--- config.mk ---
export PLATFORM = sky130hd
export DESIGN_NAME = nmea_rmc_sentence_framer
export DESIGN_NICKNAME = d
export VERILOG_FILES = /design/src/rtl/nrsf_pkg.sv /design/src/rtl/nrsf_ctrl.sv /design/src/rtl/nrsf_dp.sv /design/src/rtl/nmea_rmc_sentence_framer.sv
export SDC_FILE = /design/constraint.sdc
export NUM_CORES = 1
export LEC_CHECK = 0
export BUFFER_PORTS_ARGS = -buffer_cell sky130_fd_sc_hd__buf_2
export CAP_MARGIN = 30
export CORE_MARGIN = 3
export CORE_UTILIZATION = 32
export CTS_CLUSTER_SIZE = 20
export DETAILED_ROUTE_END_ITERATION = 16
export GPL_TIMING_DRIVEN = 0
export PLACE_DENSITY = 0.47
export SYNTH_ARGS = -nofsm -noshare
export SYNTH_HDL_FRONTEND = slang
export SYNTH_SLANG_ARGS = --single-unit
--- constraint.sdc ---
create_clock -name i_clk -period 11.8 [get_ports i_clk]
set_input_delay 0.59 -clock i_clk [delete_from_list [all_inputs] [get_ports i_clk]]
set_output_delay 0.59 -clock i_clk [all_outputs]
set_load 0.03 [all_outputs]
--- src/rtl/nrsf_pkg.sv ---
// nrsf_pkg: shared types and constants for the rmc sentence framer
// used by nrsf_ctrl, nrsf_dp and the top level; depends on nothing

package nrsf_pkg;

    // header window and chunk geometry
    localparam int HDR_LEN     = 6;
    localparam int HDR_BITS    = HDR_LEN * 8;
    localparam int CHUNK_BYTES = 8;
    localparam int MAX_EMIT    = 128;
    localparam int OUT_TDATA_W = 80;

    localparam logic [7:0] STAR_CHAR = 8'h2A;

    // "$GPRMC" and "$GNRMC", first character in the lowest byte
    localparam logic [HDR_BITS-1:0] HDR_GP = {8'h43, 8'h4D, 8'h52, 8'h50, 8'h47, 8'h24};
    localparam logic [HDR_BITS-1:0] HDR_GN = {8'h43, 8'h4D, 8'h52, 8'h4E, 8'h47, 8'h24};

    // commands from controller to datapath
    typedef struct packed {
        logic take;   // input transaction accepted this cycle
        logic issue;  // issue one sentence byte read
    } t_cmd;

    // status from datapath to controller
    typedef struct packed {
        logic hit;        // current byte completes a valid checksum
        logic chunk_end;  // read being issued is the last of its chunk
        logic last_chunk; // chunk on the output is the final one
    } t_stat;

    // hex digit decode: bit 4 set when the character is a hex digit
    function automatic logic [4:0] hex_decode(input logic [7:0] c);
        logic [4:0] res;
        res = 5'd0;
        if (c >= 8'h30 && c <= 8'h39) begin
            res = {1'b1, 4'(c - 8'h30)};
        end else if (c >= 8'h61 && c <= 8'h66) begin
            res = {1'b1, 4'(c - 8'h57)};
        end else if (c >= 8'h41 && c <= 8'h46) begin
            res = {1'b1, 4'(c - 8'h37)};
        end
        return res;
    endfunction

    // checksum value from the two digits after '*'
    function automatic logic [7:0] checksum_value(input logic [7:0] d0, input logic [7:0] d1);
        logic [4:0] h0;
        logic [4:0] h1;
        logic [7:0] res;
        h0 = hex_decode(d0);
        h1 = hex_decode(d1);
        if (!h0[4]) begin
            res = 8'd0;
        end else if (!h1[4]) begin
            res = {4'd0, h0[3:0]};
        end else begin
            res = {h0[3:0], h1[3:0]};
        end
        return res;
    endfunction

endpackage

--- src/rtl/nrsf_ctrl.sv ---
// nrsf_ctrl: controller state machine of the rmc sentence framer
// depends on nrsf_pkg (command and status structs)

module nrsf_ctrl (
    input  logic           i_clk,
    input  logic           i_rst_n,
    input  logic           i_s_tvalid,
    output logic           o_s_tready,
    output logic           o_m_tvalid,
    input  logic           i_m_tready,
    input  nrsf_pkg::t_stat i_stat,
    output nrsf_pkg::t_cmd  o_cmd
);

    typedef enum logic [3:0] {
        S_IDLE = 4'b0001,
        S_READ = 4'b0010,
        S_LAND = 4'b0100,
        S_SEND = 4'b1000
    } t_state;

    t_state r_state;
    t_state n_state;

    // next state and commands
    always_comb begin
        n_state     = r_state;
        o_cmd.take  = 1'b0;
        o_cmd.issue = 1'b0;
        o_s_tready  = 1'b0;
        o_m_tvalid  = 1'b0;
        unique case (r_state)
            S_IDLE: begin
                o_s_tready = 1'b1;
                if (i_s_tvalid) begin
                    o_cmd.take = 1'b1;
                    if (i_stat.hit) begin
                        n_state = S_READ;
                    end
                end
            end
            S_READ: begin
                o_cmd.issue = 1'b1;
                if (i_stat.chunk_end) begin
                    n_state = S_LAND;
                end
            end
            S_LAND: begin
                n_state = S_SEND;
            end
            S_SEND: begin
                o_m_tvalid = 1'b1;
                if (i_m_tready) begin
                    n_state = i_stat.last_chunk ? S_IDLE : S_READ;
                end
            end
            default: begin
                n_state = S_IDLE;
            end
        endcase
    end

    // state register
    always_ff @(posedge i_clk) begin
        if (!i_rst_n) begin
            r_state <= S_IDLE;
        end else begin
            r_state <= n_state;
        end
    end

endmodule

--- src/rtl/nrsf_dp.sv ---
// nrsf_dp: datapath of the rmc sentence framer (header window, sentence
// memory, checksum check, chunk assembly); depends on nrsf_pkg

module nrsf_dp #(
    parameter int BUFFER_BYTES = 128
) (
    input  logic                                     i_clk,
    input  logic                                     i_rst_n,
    input  logic [7:0]                               i_rx_byte,
    input  nrsf_pkg::t_cmd                           i_cmd,
    output nrsf_pkg::t_stat                          o_stat,
    output logic [nrsf_pkg::CHUNK_BYTES*8-1:0]       o_bytes,
    output logic [3:0]                               o_bytes_in_chunk,
    output logic [7:0]                               o_sentence_length
);

    localparam int AW = $clog2(BUFFER_BYTES);
    localparam int FW = $clog2(BUFFER_BYTES + 1);
    localparam int HB = nrsf_pkg::HDR_BITS;

    // sentence memory, header bytes live in the window register instead
    logic [7:0] mem [BUFFER_BYTES];
    logic [7:0] r_mem_q;

    logic [HB-1:0] r_win;
    logic [7:0]    r_prev1;
    logic [7:0]    r_prev2;
    logic [7:0]    r_xor;
    logic [FW-1:0] r_fill;
    logic [FW-1:0] r_len;
    logic [FW-1:0] r_emit;
    logic [FW-1:0] r_rd_idx;

    logic          r_land_v;
    logic [2:0]    r_land_slot;
    logic          r_land_hdr;
    logic [7:0]    r_land_hbyte;
    logic          r_land_last;

    logic [nrsf_pkg::CHUNK_BYTES*8-1:0] r_bytes;
    logic [3:0]    r_bic;
    logic          r_last;

    logic [HB-1:0] n_win;
    logic          w_hunting;
    logic          w_overflow;
    logic          w_store;
    logic          w_hdr_ok;
    logic [7:0]    w_win_xor;
    logic [7:0]    w_sum;
    logic          w_hit;
    logic [FW-1:0] w_len;
    logic [8:0]    w_len9;
    logic [FW-1:0] w_emit;
    logic          w_rd_last;
    logic [7:0]    w_hdr_byte;
    logic [7:0]    w_land_byte;

    // per-byte decisions
    always_comb begin
        w_hunting  = r_fill < FW'(nrsf_pkg::HDR_LEN);
        w_overflow = !w_hunting && (r_fill >= FW'(BUFFER_BYTES));
        w_store    = !w_hunting && !w_overflow;
        n_win      = {i_rx_byte, r_win[HB-1:8]};
        w_hdr_ok   = (n_win == nrsf_pkg::HDR_GP) || (n_win == nrsf_pkg::HDR_GN);
        w_win_xor  = n_win[15:8] ^ n_win[23:16] ^ n_win[31:24] ^ n_win[39:32]
                     ^ n_win[47:40];
        w_sum      = r_xor ^ nrsf_pkg::STAR_CHAR ^ r_prev1;
        w_hit      = w_store && (r_prev2 == nrsf_pkg::STAR_CHAR)
                     && (w_sum == nrsf_pkg::checksum_value(r_prev1, i_rx_byte));
        w_len      = r_fill + FW'(1);
        w_len9     = 9'(w_len);
        w_emit     = (w_len9 > 9'(nrsf_pkg::MAX_EMIT)) ? FW'(nrsf_pkg::MAX_EMIT) : w_len;
    end

    // header byte for the read being issued
    always_comb begin
        case (r_rd_idx[2:0])
            3'd0:    w_hdr_byte = r_win[7:0];
            3'd1:    w_hdr_byte = r_win[15:8];
            3'd2:    w_hdr_byte = r_win[23:16];
            3'd3:    w_hdr_byte = r_win[31:24];
            3'd4:    w_hdr_byte = r_win[39:32];
            3'd5:    w_hdr_byte = r_win[47:40];
            default: w_hdr_byte = 8'd0;
        endcase
    end

    assign w_rd_last   = (r_rd_idx == r_emit - FW'(1));
    assign w_land_byte = r_land_hdr ? r_land_hbyte : r_mem_q;

    // sentence state: running xor, fill count
    always_ff @(posedge i_clk) begin
        if (!i_rst_n) begin
            r_fill <= '0;
            r_xor  <= 8'd0;
        end else if (i_cmd.take) begin
            if (w_hunting) begin
                if (r_fill == FW'(nrsf_pkg::HDR_LEN - 1) && !w_hdr_ok) begin
                    r_fill <= r_fill;
                end else begin
                    r_fill <= r_fill + FW'(1);
                end
                if (r_fill == FW'(nrsf_pkg::HDR_LEN - 1) && w_hdr_ok) begin
                    r_xor <= w_win_xor;
                end
            end else if (w_overflow || w_hit) begin
                r_fill <= '0;
                r_xor  <= 8'd0;
            end else begin
                r_fill <= r_fill + FW'(1);
                r_xor  <= r_xor ^ i_rx_byte;
            end
        end
    end

    // payload side of the byte path
    always_ff @(posedge i_clk) begin
        if (i_cmd.take && w_hunting) begin
            r_win <= n_win;
        end
        if (i_cmd.take && (w_hunting || w_store)) begin
            r_prev1 <= i_rx_byte;
            r_prev2 <= r_prev1;
        end
        if (i_cmd.take && w_hit) begin
            r_len  <= w_len;
            r_emit <= w_emit;
        end
    end

    // sentence memory write and registered read
    always_ff @(posedge i_clk) begin
        if (i_cmd.take && w_store) begin
            mem[r_fill[AW-1:0]] <= i_rx_byte;
        end
        r_mem_q <= mem[r_rd_idx[AW-1:0]];
    end

    // read pointer
    always_ff @(posedge i_clk) begin
        if (!i_rst_n) begin
            r_rd_idx <= '0;
        end else if (i_cmd.take && w_hit) begin
            r_rd_idx <= '0;
        end else if (i_cmd.issue) begin
            r_rd_idx <= r_rd_idx + FW'(1);
        end
    end

    // landing stage tracks the read in flight
    always_ff @(posedge i_clk) begin
        if (!i_rst_n) begin
            r_land_v <= 1'b0;
        end else begin
            r_land_v <= i_cmd.issue;
        end
    end

    always_ff @(posedge i_clk) begin
        if (i_cmd.issue) begin
            r_land_slot  <= r_rd_idx[2:0];
            r_land_hdr   <= r_rd_idx < FW'(nrsf_pkg::HDR_LEN);
            r_land_hbyte <= w_hdr_byte;
            r_land_last  <= w_rd_last;
        end
    end

    // chunk assembly, unused byte fields read as zero
    always_ff @(posedge i_clk) begin
        if (i_cmd.issue && r_rd_idx[2:0] == 3'd0) begin
            r_bytes <= '0;
        end
        if (r_land_v) begin
            r_bytes[{r_land_slot, 3'b000} +: 8] <= w_land_byte;
            r_bic  <= {1'b0, r_land_slot} + 4'd1;
            r_last <= r_land_last;
        end
    end

    assign o_stat.hit        = w_hit;
    assign o_stat.chunk_end  = (r_rd_idx[2:0] == 3'd7) || w_rd_last;
    assign o_stat.last_chunk = r_last;

    assign o_bytes           = r_bytes;
    assign o_bytes_in_chunk  = r_bic;
    assign o_sentence_length = 8'(r_len);

endmodule

--- src/rtl/nmea_rmc_sentence_framer.sv ---
// Usage: byte-wide serial input on the slave stream (i_s_tdata holds one raw
// received character). The block hunts for "$GPRMC" / "$GNRMC", buffers the
// sentence and checks the '*' checksum against the two hex digits after it.
// On a checksum match the sentence, '$' through the last checksum digit, goes
// out on the master stream as 8-byte chunks, tlast on the final chunk.
// Input: one byte per cycle while no sentence is being sent; o_s_tready drops
// for the duration of sentence output.
// Output: once the final checksum digit is accepted, the bytes of each chunk are
// read through the single read port of the sentence memory and land in the
// landing register; the chunk is then offered on the master stream, and reads
// for the next chunk start once it is taken.
// Receiver stall: the chunk holds on o_m_tdata/o_m_tlast until i_m_tready;
// no input is taken meanwhile, so no byte is lost.
// Reset (i_rst_n low, synchronous): hunting restarts, buffer logically empty;
// no memory clearing pass is needed.
// Bytes arriving with the buffer full are dropped and hunting restarts.
// Depends on nrsf_pkg, nrsf_ctrl, nrsf_dp.

module nmea_rmc_sentence_framer #(
    parameter int BUFFER_BYTES = 128
) (
    input  logic        i_clk,
    input  logic        i_rst_n,
    // slave stream
    input  logic        i_s_tvalid,
    output logic        o_s_tready,
    input  logic [7:0]  i_s_tdata,   // [7:0] rx_byte
    // master stream
    output logic        o_m_tvalid,
    input  logic        i_m_tready,
    output logic [nrsf_pkg::OUT_TDATA_W-1:0] o_m_tdata,
    // [7:0] byte_0 .. [63:56] byte_7, [67:64] bytes_in_chunk,
    // [75:68] sentence_length, [79:76] zero
    output logic        o_m_tlast    // last_chunk
);

    nrsf_pkg::t_cmd  w_cmd;
    nrsf_pkg::t_stat w_stat;

    logic [nrsf_pkg::CHUNK_BYTES*8-1:0] w_bytes;
    logic [3:0]                         w_bic;
    logic [7:0]                         w_len;

    // control
    nrsf_ctrl u_ctrl (
        .i_clk      (i_clk),
        .i_rst_n    (i_rst_n),
        .i_s_tvalid (i_s_tvalid),
        .o_s_tready (o_s_tready),
        .o_m_tvalid (o_m_tvalid),
        .i_m_tready (i_m_tready),
        .i_stat     (w_stat),
        .o_cmd      (w_cmd)
    );

    // datapath
    nrsf_dp #(
        .BUFFER_BYTES (BUFFER_BYTES)
    ) u_dp (
        .i_clk             (i_clk),
        .i_rst_n           (i_rst_n),
        .i_rx_byte         (i_s_tdata),
        .i_cmd             (w_cmd),
        .o_stat            (w_stat),
        .o_bytes           (w_bytes),
        .o_bytes_in_chunk  (w_bic),
        .o_sentence_length (w_len)
    );

    // output packing
    assign o_m_tdata = {4'd0, w_len, w_bic, w_bytes};
    assign o_m_tlast = w_stat.last_chunk;

endmodule

Word-level counts from Yosys, hierarchy flattened
Memories as Yosys holds them, arrays and structs flattened. A register that Yosys moved wholly into a read port is not among the register bits.
Index checks and enable logic that the tools add are counted.

cells by class
  add/sub/neg operators = 11
  $mul = 0
  divide/modulo/power cells = 0
  magnitude comparators = 16
  equal/unequal tests = 22
  shift operators = 2
  muxes and demuxes = 32
  bitwise logic cells = 8
  reduce and logical (&&, ||, !) cells = 29

operators by type and width
  cell                                                            count
  2-to-1 mux 64 bit                                               2
  == test 48 x 47 -> 1 bit, second input constant                 2
  2-to-1 mux 8 bit                                                9
  bitwise mux 64 bit                                              1
  variable shift 8 x 8 -> 64 bit, first input constant            1
  variable part select 8 x 8 -> 64 bit                            1
  case mux 8 bit (6 select lines)                                 1
  bitwise XOR 8 bit                                               6
  >= comparator 8 x 7 -> 1 bit, second input constant             4
  less-or-equal comparator 8 x 7 -> 1 bit, second input constant  4
  2-to-1 mux 5 bit                                                6
  logical AND 1 bit                                               17
  adder 8 x 1 -> 8 bit, second input constant                     2
  == test 8 bit                                                   2
  >= comparator 8 x 6 -> 1 bit, second input constant             2
  less-or-equal comparator 8 x 6 -> 1 bit, second input constant  2
  less-than comparator 8 x 3 -> 1 bit, second input constant      2
  2-to-1 mux 4 bit                                                4
  case mux 4 bit (4 select lines)                                 1
  subtractor 4 x 3 -> 4 bit, second input constant                4
  == test 3 bit, second input constant                            3
  == test 8 x 3 -> 1 bit, second input constant                   1
  == test 8 x 6 -> 1 bit, second input constant                   1
  >= comparator 8 bit, second input constant                      1
  23 further kinds                                                41

storage, ports and cells
  register bits after elaboration = 191
  latch bits = 0
  memory bits (writable) = 1024
  memory bits (read-only) = 0
  input port bits = 12
  output and inout port bits = 83
  logic and storage cells = 138
  memories = 1

memory list
  memory    words  width  rd ports  clocked after Yosys merged registers in  wr ports  line           text
  u_dp.mem  128    8      1         1                                        1         nrsf_dp.sv:22  logic [7:0] mem [BUFFER_BYTES];

Longest topological paths before layout
Gate-level depths: netlist of the first run.

  word-level depth = 12
  mapped depth = 12
  gate-level depth less buffers = 11

Modules after synthesis
A second synthesis of the first run with hierarchy kept.

second synthesis, totals
  cells, all modules = 2415
  area, all modules = 48185.0 um^2

modules (own cells, without submodules)
  module                    instances  cells each  area an instance (um^2)  seq. area each (um^2)
  nrsf_dp                   1          2378        47898.4                  35634.2
  nrsf_ctrl                 1          32          252.7                    80.1
  nmea_rmc_sentence_framer  1          5           33.8                     0.0

Least setup slack after synthesis of the first run
OpenSTA, ideal clock, no wires.

  path kind = flip-flop to flip-flop
  start = reg u_ctrl.r_state[2]
  end = reg u_dp.r_win[0], enable pin
  setup time = 0.454 ns
  arrival time = 4.262 ns
  required time = 11.346 ns
  setup slack = 7.084 ns
  stages on the path, launching flop included = 6
  buffers on the path = 2
  period minus slack after synthesis = 4.716 ns
  cell sequence = dfxtp_1 -> clkbuf_1 -> nor4b_1 -> nand2_1 -> clkbuf_1 -> nor2_1

on the way
  cells in the longest elaborated chain, start to end = 3

RTL lines
  what                    line             text
  from (decl)             nrsf_ctrl.sv:22  t_state r_state;
  from (signal assigned)  nrsf_ctrl.sv:68  r_state <= n_state;
  == test 4 x 1 -> 1 bit  nrsf_ctrl.sv:32  unique case (r_state)
  2-to-1 mux 1 bit        nrsf_ctrl.sv:32
  logical AND 1 bit       nrsf_dp.sv:119   if (i_cmd.take && w_hunting) begin
  to (signal assigned)    nrsf_dp.sv:120   r_win <= n_win;
  to (decl)               nrsf_dp.sv:25    logic [HB-1:0] r_win;

No other way between the ends.
A chain may end at the register's enable or synchronous reset.

Final worst setup path of the first run
  start = reg u_ctrl.r_state[2]
  end = mem u_dp.mem[112][6], enable pin

on the way
  cells in the longest elaborated chain, start to end = 5

RTL lines
  what                                    line             text
  == test 4 x 1 -> 1 bit                  nrsf_ctrl.sv:32
  2-to-1 mux 1 bit                        nrsf_ctrl.sv:32
  logical AND 1 bit                       nrsf_dp.sv:134   if (i_cmd.take && w_store) begin
  2-to-1 mux 1 bit                        nrsf_dp.sv:134
  2-to-1 mux 1 bit (implied by the code)  nrsf_dp.sv:135   mem[r_fill[AW-1:0]] <= i_rx_byte;
  to (decl)                               nrsf_dp.sv:22

No other way between the ends.

==> results of run 1 <==
path summary, 6_finish.rpt:
path	start	end	slack (ps)	cells past startpoint
worst max-delay path	u_ctrl.r_state[2]$_SDFFE_PN0P_	u_dp.mem[112][6]$_DFFE_PP_	6890	9
worst min-delay path	i_s_tdata[5]	u_dp.mem[107][5]$_DFFE_PP_	230	1
worst max register to register	u_ctrl.r_state[2]$_SDFFE_PN0P_	u_dp.mem[112][6]$_DFFE_PP_	6890	9
worst min register to register	u_dp.r_land_last$_DFFE_PP_	u_dp.r_last$_DFFE_PP_	420	0
Yosys cell counts (5+ instances only):
library cell | count | share of area, %
o211ai_1 | 6 | 0.093
nor3_1 | 18 | 0.19
mux4_2 | 336 | 16
nand3_1 | 64 | 0.66
nor3b_1 | 8 | 0.12
nor2_1 | 173 | 1.3
edfxtp_1 | 1122 | 70
nor4b_1 | 7 | 0.13
nor2b_1 | 14 | 0.18
buf_2 | 18 | 0.19
xnor2_1 | 32 | 0.58
o21a_1 | 5 | 0.078
a211oi_1 | 5 | 0.078
buf_1 | 16 | 0.12
inv_1 | 27 | 0.21
clkbuf_1 | 95 | 0.74
nand4_1 | 8 | 0.10
o21ai_0 | 89 | 0.92
and2_1 | 8 | 0.10
mux2i_1 | 11 | 0.23
ha_1 | 23 | 0.59
a21oi_1 | 18 | 0.19
a31oi_1 | 5 | 0.065
a22oi_1 | 15 | 0.23
dfxtp_1 | 101 | 4.2
xor2_1 | 24 | 0.43
mux2_2 | 32 | 0.74
nand2_1 | 87 | 0.67
metal layers:
metal,routed length [um],share of wire [%],track usage (%),vias to the layer above
li1,-,-,-,10600
met1,58700,44,23.7,13600
met2,63800,48,27.4,767
met3,7110,5.4,2.85,166
met4,2660,2.0,4.22,0
met5,0,0,0,-
logic make-up (layout without fill, tap and decap cells):
logic type,after synthesis,after routing,share of synthesized area [%]
mux,379,379,16.6
compound gates,185,185,2.44
fa+ha+maj,23,23,0.595
flops,1223,1223,73.8
other cells,1,53,0.00775
simple gates,425,425,4.19
buf+inv,161,528,1.34
xor+xnor,56,56,1.01
state kept, by name, indices dropped and copies added (netlist names), 8 cells and up:
| name | count |
|---|---|
| u_dp.r_xor | 8 |
| u_dp.r_prev1 | 8 |
| u_dp.r_land_hbyte | 8 |
| u_dp.r_emit | 8 |
| u_dp.mem | 1024 |
| u_dp.r_win | 48 |
| u_dp.r_mem_q | 8 |
| u_dp.o_sentence_length | 8 |
| u_dp.r_fill | 8 |
| u_dp.r_rd_idx | 8 |
| u_dp.o_bytes | 64 |
| u_dp.r_prev2 | 8 |
per-stage QoR:
step / cell area, um2 / cells / power, uW
after floorplan: 48600 / 2504 / 5030
after global placement: 51500 / 4609 / 5170
after detailed placement: 52300 / 4645 / 5190
after CTS: 56500 / 4885 / 9270
after global routing: 56500 / 4887 / 9460
final: 56500 / 4888 / 9160
placed cells by master (no fill, tap or decap), types with 24 or more instances in the layout:
cell          n
conb_1       52
nand2_1      87
inv_1        27
edfxtp_1   1122
mux2_2       32
xor2_1       24
nor2_1      172
clkbuf_1    123
xnor2_1      32
clkbuf_16   142
dfxtp_1     101
o21ai_0      89
nand3_1      64
buf_2        99
mux4_2      336
clkinv_1     25
where the power goes:
part | switching (uW) | leakage (uW) | internal, uW
logic | 179 | 0.00430 | 87.0
clock network | 1710 | 0.00206 | 2370
registers | 35.5 | 0.0110 | 4790
final cells by class:
type	count	area, um2
fillers	13800	93400
flip-flops and latches	1223	35700
multi-input cells	1120	12200
clock buffers	177	3700
well taps	2016	2520
repair buffers	127	1150
plain buffers	134	554
clock inverters	63	526
inverters	27	101
diodes	1	2.50
==> impl_metrics.py, run 1 <==
metrics = {
    "power_and_ir_drop": {
        "power_density_mw_per_mm2": 162,
        "leakagePower_uw": 0.0174,
        "ir_worst_vdd_mv": 0.107,
    },
    "sta": {
        "final_max_slew_viol_count": 0,
        "hold_viol": 0,
        "final.setup.worst_slack_ps": 6890,
        "setup_violations": 0,
        "holdWs_ps": 234,
        "rsz0062_at_grt": "false",
        "fin_crit_sh_pct": 41.6,
        "fin_skew_ps": 30.9,
        "final.setup.tns_ps": 0,
        "max_slew.worst_pin.slew_ps": 1040,
        "fmax_mhz": 204,
        "relSlewSlack_pct": 30.5,
        "min_period_ps": 4910,
    },
    "critical_path": {
        "critPathTopFamily": "simple AND/OR/NAND/NOR gates",
        "cp-end-kind": "flip-flop",
        "cpPeakStageDelay_ps": 740,
        "cp_max_fo": 10,
        "critPathSlowestCell": "nor4b_1",
        "path_common_cell": "clkbuf_1",
        "start_kind": "flip-flop",
        "cp.required_ps": 12160,
        "path_class": "flip-flop to flip-flop",
        "path_buf_inv": 4,
        "cp.arrival_ps": 5270,
        "path_cells": "clkbuf_1, nor4b_1, nand2_1, clkbuf_1, nor4_1, nand2_1, clkbuf_1, buf_6, nor2_1",
    },
    "run_status": {
        "outcome": "complete, no violations",
    },
    "synth": {
        "ys.flop_type": "edfxtp_1",
        "ys.warnings.count": 0,
        "ys_ff_latch": 1223,
        "synth.avg_cell_area_um2": 19.7,
        "synth_edf_count": 1122,
        "async_reset_ff_share_pct": 0,
        "syn_area_mm2": 0.0484,
        "syn_inst": 2453,
        "yosysUniqueCellTypes": 75,
        "synth_seq_area_share_pct": 73.8,
    },
    "placed_design": {
        "io_buffer_count": 89,
        "hpwl_um": 91300,
        "gp_congestion": 0.820,
        "dp_slack_ps": 6800,
    },
    "clocking": {
        "cts_root_buf": "clkbuf_16",
        "cts.htree.levels": 4,
        "cts_buffer_depth": 3,
        "cts_hold_buf": 0,
        "cts_tree": "built",
        "post_cts_resized": 0,
        "clk_latency_ps": 750,
        "clk_pin_slew_ps": 60,
        "postCtsSetupRepairBufs": 0,
        "cts_buffers": 137,
        "cts.sinks": 1223,
    },
    "layout": {
        "post-route-util_pct": 37.7,
        "drive_gt1_share_pct": 25.0,
        "final_nets": 2805,
        "syn_to_final_growth_pct": 16.8,
    },
    "routing": {
        "wirelength_um": 132000,
        "vias_per_cell": 5.14,
        "first_pass_iters": 5,
        "vias": 25100,
        "wire_per_inst_um": 27.1,
        "antenna_left": 0,
        "drc": 0,
        "drt_iter0_markers": 2262,
    },
    "die": {
        "die_h_um": 395,
        "core-area_mm2": 0.150,
        "dieArea_mm2": 0.156,
        "num_rows": 142,
        "die_x_um": 395,
        "io-pin-count": 95,
        "start_util_pct": 32.3,
    },
    "job": {
        "drv_cap": 0,
    },
    "global_routing": {
        "overflow": 0,
        "grt_max_degree": 110,
        "track_usage_pct": 16.9,
        "grt_pass1_vias": 25900,
        "grt_pass1_wl_um": 190000,
        "antenna_found_initial": 7,
    },
    "worst_hold_path": {
        "worstHoldPathType": "primary input to flip-flop",
    },
}
No activity file was read; power rests on OpenSTA's default activity.
==> inputs of run 2 (changes only) <==
--- a/config.mk
+++ b/config.mk
@@ -12,7 +12,7 @@
 export CTS_CLUSTER_SIZE = 20
 export DETAILED_ROUTE_END_ITERATION = 16
 export GPL_TIMING_DRIVEN = 0
-export PLACE_DENSITY = 0.47
+export PLACE_DENSITY = 0.49
 export SYNTH_ARGS = -nofsm -noshare
 export SYNTH_HDL_FRONTEND = slang
 export SYNTH_SLANG_ARGS = --single-unit
==> constraint.sdc (replaced) <==
create_clock -name i_clk -period 4.3 [get_ports i_clk]
set_input_delay 0.215 -clock i_clk [delete_from_list [all_inputs] [get_ports i_clk]]
set_output_delay 0.215 -clock i_clk [all_outputs]
set_load 0.03 [all_outputs]
==> impl_metrics.py, run 2 (synthesis results as in run 1) <==
metrics = {
    "worst_hold_path": {
        "worstHoldPathType": "primary input to flip-flop",
    },
    "global_routing": {
        "antenna_found_initial": 13,
        "overflow": 0,
        "grt_max_degree": 93,
        "grt_pass1_vias": 25800,
        "track_usage_pct": 16.8,
        "grt_pass1_wl_um": 189000,
    },
    "critical_path": {
        "cp.required_ps": 4920,
        "critPathSlowestCell": "mux4_2",
        "cp.arrival_ps": 4770,
        "cpPeakStageDelay_ps": 600,
        "critPathTopFamily": "multiplexers",
        "path_class": "flip-flop to flip-flop",
        "path_buf_inv": 4,
        "start_kind": "flip-flop",
        "path_cells": "clkbuf_2, clkbuf_1, buf_8, buf_2, mux4_2, mux4_2, mux4_2, mux2_2",
        "cp_max_fo": 10,
        "cp-end-kind": "flip-flop",
        "path_common_cell": "mux4_2",
    },
    "routing": {
        "drt_iter0_markers": 2456,
        "wire_per_inst_um": 26.9,
        "drc": 0,
        "vias_per_cell": 5.12,
        "antenna_left": 0,
        "vias": 25100,
        "wirelength_um": 132000,
        "first_pass_iters": 5,
    },
    "run_status": {
        "outcome": "complete, no violations",
    },
    "clocking": {
        "cts_buffers": 132,
        "cts.sinks": 1223,
        "cts_root_buf": "clkbuf_16",
        "cts.htree.levels": 4,
        "cts_tree": "built",
        "clk_pin_slew_ps": 60,
        "cts_buffer_depth": 3,
        "clk_latency_ps": 770,
        "postCtsSetupRepairBufs": 0,
    },
    "power_and_ir_drop": {
        "power.total_uw": 25100,
        "power_density_mw_per_mm2": 440,
        "ir_worst_vdd_mv": 0.328,
        "leakagePower_uw": 0.0175,
    },
    "layout": {
        "syn_to_final_growth_pct": 17.7,
        "largest_register_ffs": 1024,
        "fillCellCount": 13700,
        "layout_common_cells": "1,122 x edfxtp_1, 336 x mux4_2, 134 x clkbuf_16",
        "final_common_cell": "edfxtp_1",
        "drive_gt1_share_pct": 27.9,
        "final_nets": 2813,
        "post-route-util_pct": 38.0,
    },
    "die": {
        "io-pin-count": 95,
        "dieArea_mm2": 0.156,
        "start_util_pct": 32.3,
        "core-area_mm2": 0.150,
        "num_rows": 142,
        "die_x_um": 395,
        "die_h_um": 395,
    },
    "placed_design": {
        "gp_congestion": 0.853,
        "dp_slack_ps": -732,
        "io_buffer_count": 89,
        "hpwl_um": 89400,
    },
    "job": {
        "drv_cap": 0,
    },
    "sta": {
        "final.setup.worst_slack_ps": 151,
        "relSlewSlack_pct": 32.0,
        "fin_crit_sh_pct": 96.5,
        "fmax_mhz": 241,
        "max_slew.worst_pin.slew_ps": 1020,
        "setup_violations": 0,
        "hold_viol": 0,
        "final.setup.tns_ps": 0,
        "min_period_ps": 4150,
        "final_max_slew_viol_count": 0,
        "fin_skew_ps": 41.0,
    },
}
==> run 2: where the power goes <==
group	total, uW	internal [uW]	switching (uW)
Sequential	13200	13100	99.4
Combinational	770	260	509
Clock	11000	6320	4720
==> run 2: final timing paths <==
kind                                                     from                    endpoint  slack [ps]  cells past startpoint
worst min-delay path                             i_s_tdata[7]  u_dp.mem[102][7]$_DFFE_PP_         270                      2
worst max register to register  u_dp.r_rd_idx[0]$_SDFFE_PP0P_     u_dp.r_mem_q[5]$_DFF_P_         150                      8
worst min register to register     u_dp.r_land_last$_DFFE_PP_       u_dp.r_last$_DFFE_PP_         420                      0
worst max-delay path            u_dp.r_rd_idx[0]$_SDFFE_PP0P_     u_dp.r_mem_q[5]$_DFF_P_         150                      8
==> run 2: per-stage QoR <==
step                      instance area, um2  cells  hold slack, ps
after floorplan                        48600   2504             314
after global placement                 51600   4609             403
after detailed placement               52300   4644             408
after CTS                              56800   4894             239
after global routing                   57000   4897             249
final                                  57000   4899             269
==> run 2: cell type report <==
type | instances | area (um2) | area share [%]
plain buffers | 132 | 578 | 1.01
well taps | 2016 | 2520 | 4.43
clock buffers | 173 | 3530 | 6.19
flip-flops and latches | 1223 | 35700 | 62.7
repair buffers | 142 | 1380 | 2.43
multi-input cells | 1120 | 12500 | 21.9
inverters | 27 | 101 | 0.178
diodes | 3 | 7.51 | 0.0132
clock inverters | 63 | 649 | 1.14
==> run 2: metal layers <==
layer | vias up | GRT usage, % | wire length [um]
met2 | 849 | 27.3 | 63600
met1 | 13400 | 23.3 | 57000
li1 | 10700 | - | -
met4 | 0 | 4.20 | 2600
met3 | 141 | 3.26 | 8500
met5 | - | 0 | 0
==> run 2: repair_timing <==
action	CTS	global route
endpoints found under the setup margin	692	386
hold buffers	16	0
hold endpoints to repair	322	0
gates cloned	0	1
resized for setup	79	23
==> run 2: worst register-to-register path: cells and delay by family, from the launching register on <==
kind,cells,cell delay [ps]
flip-flops,1,450
buffers and inverters,4,1470
multiplexers,4,2100
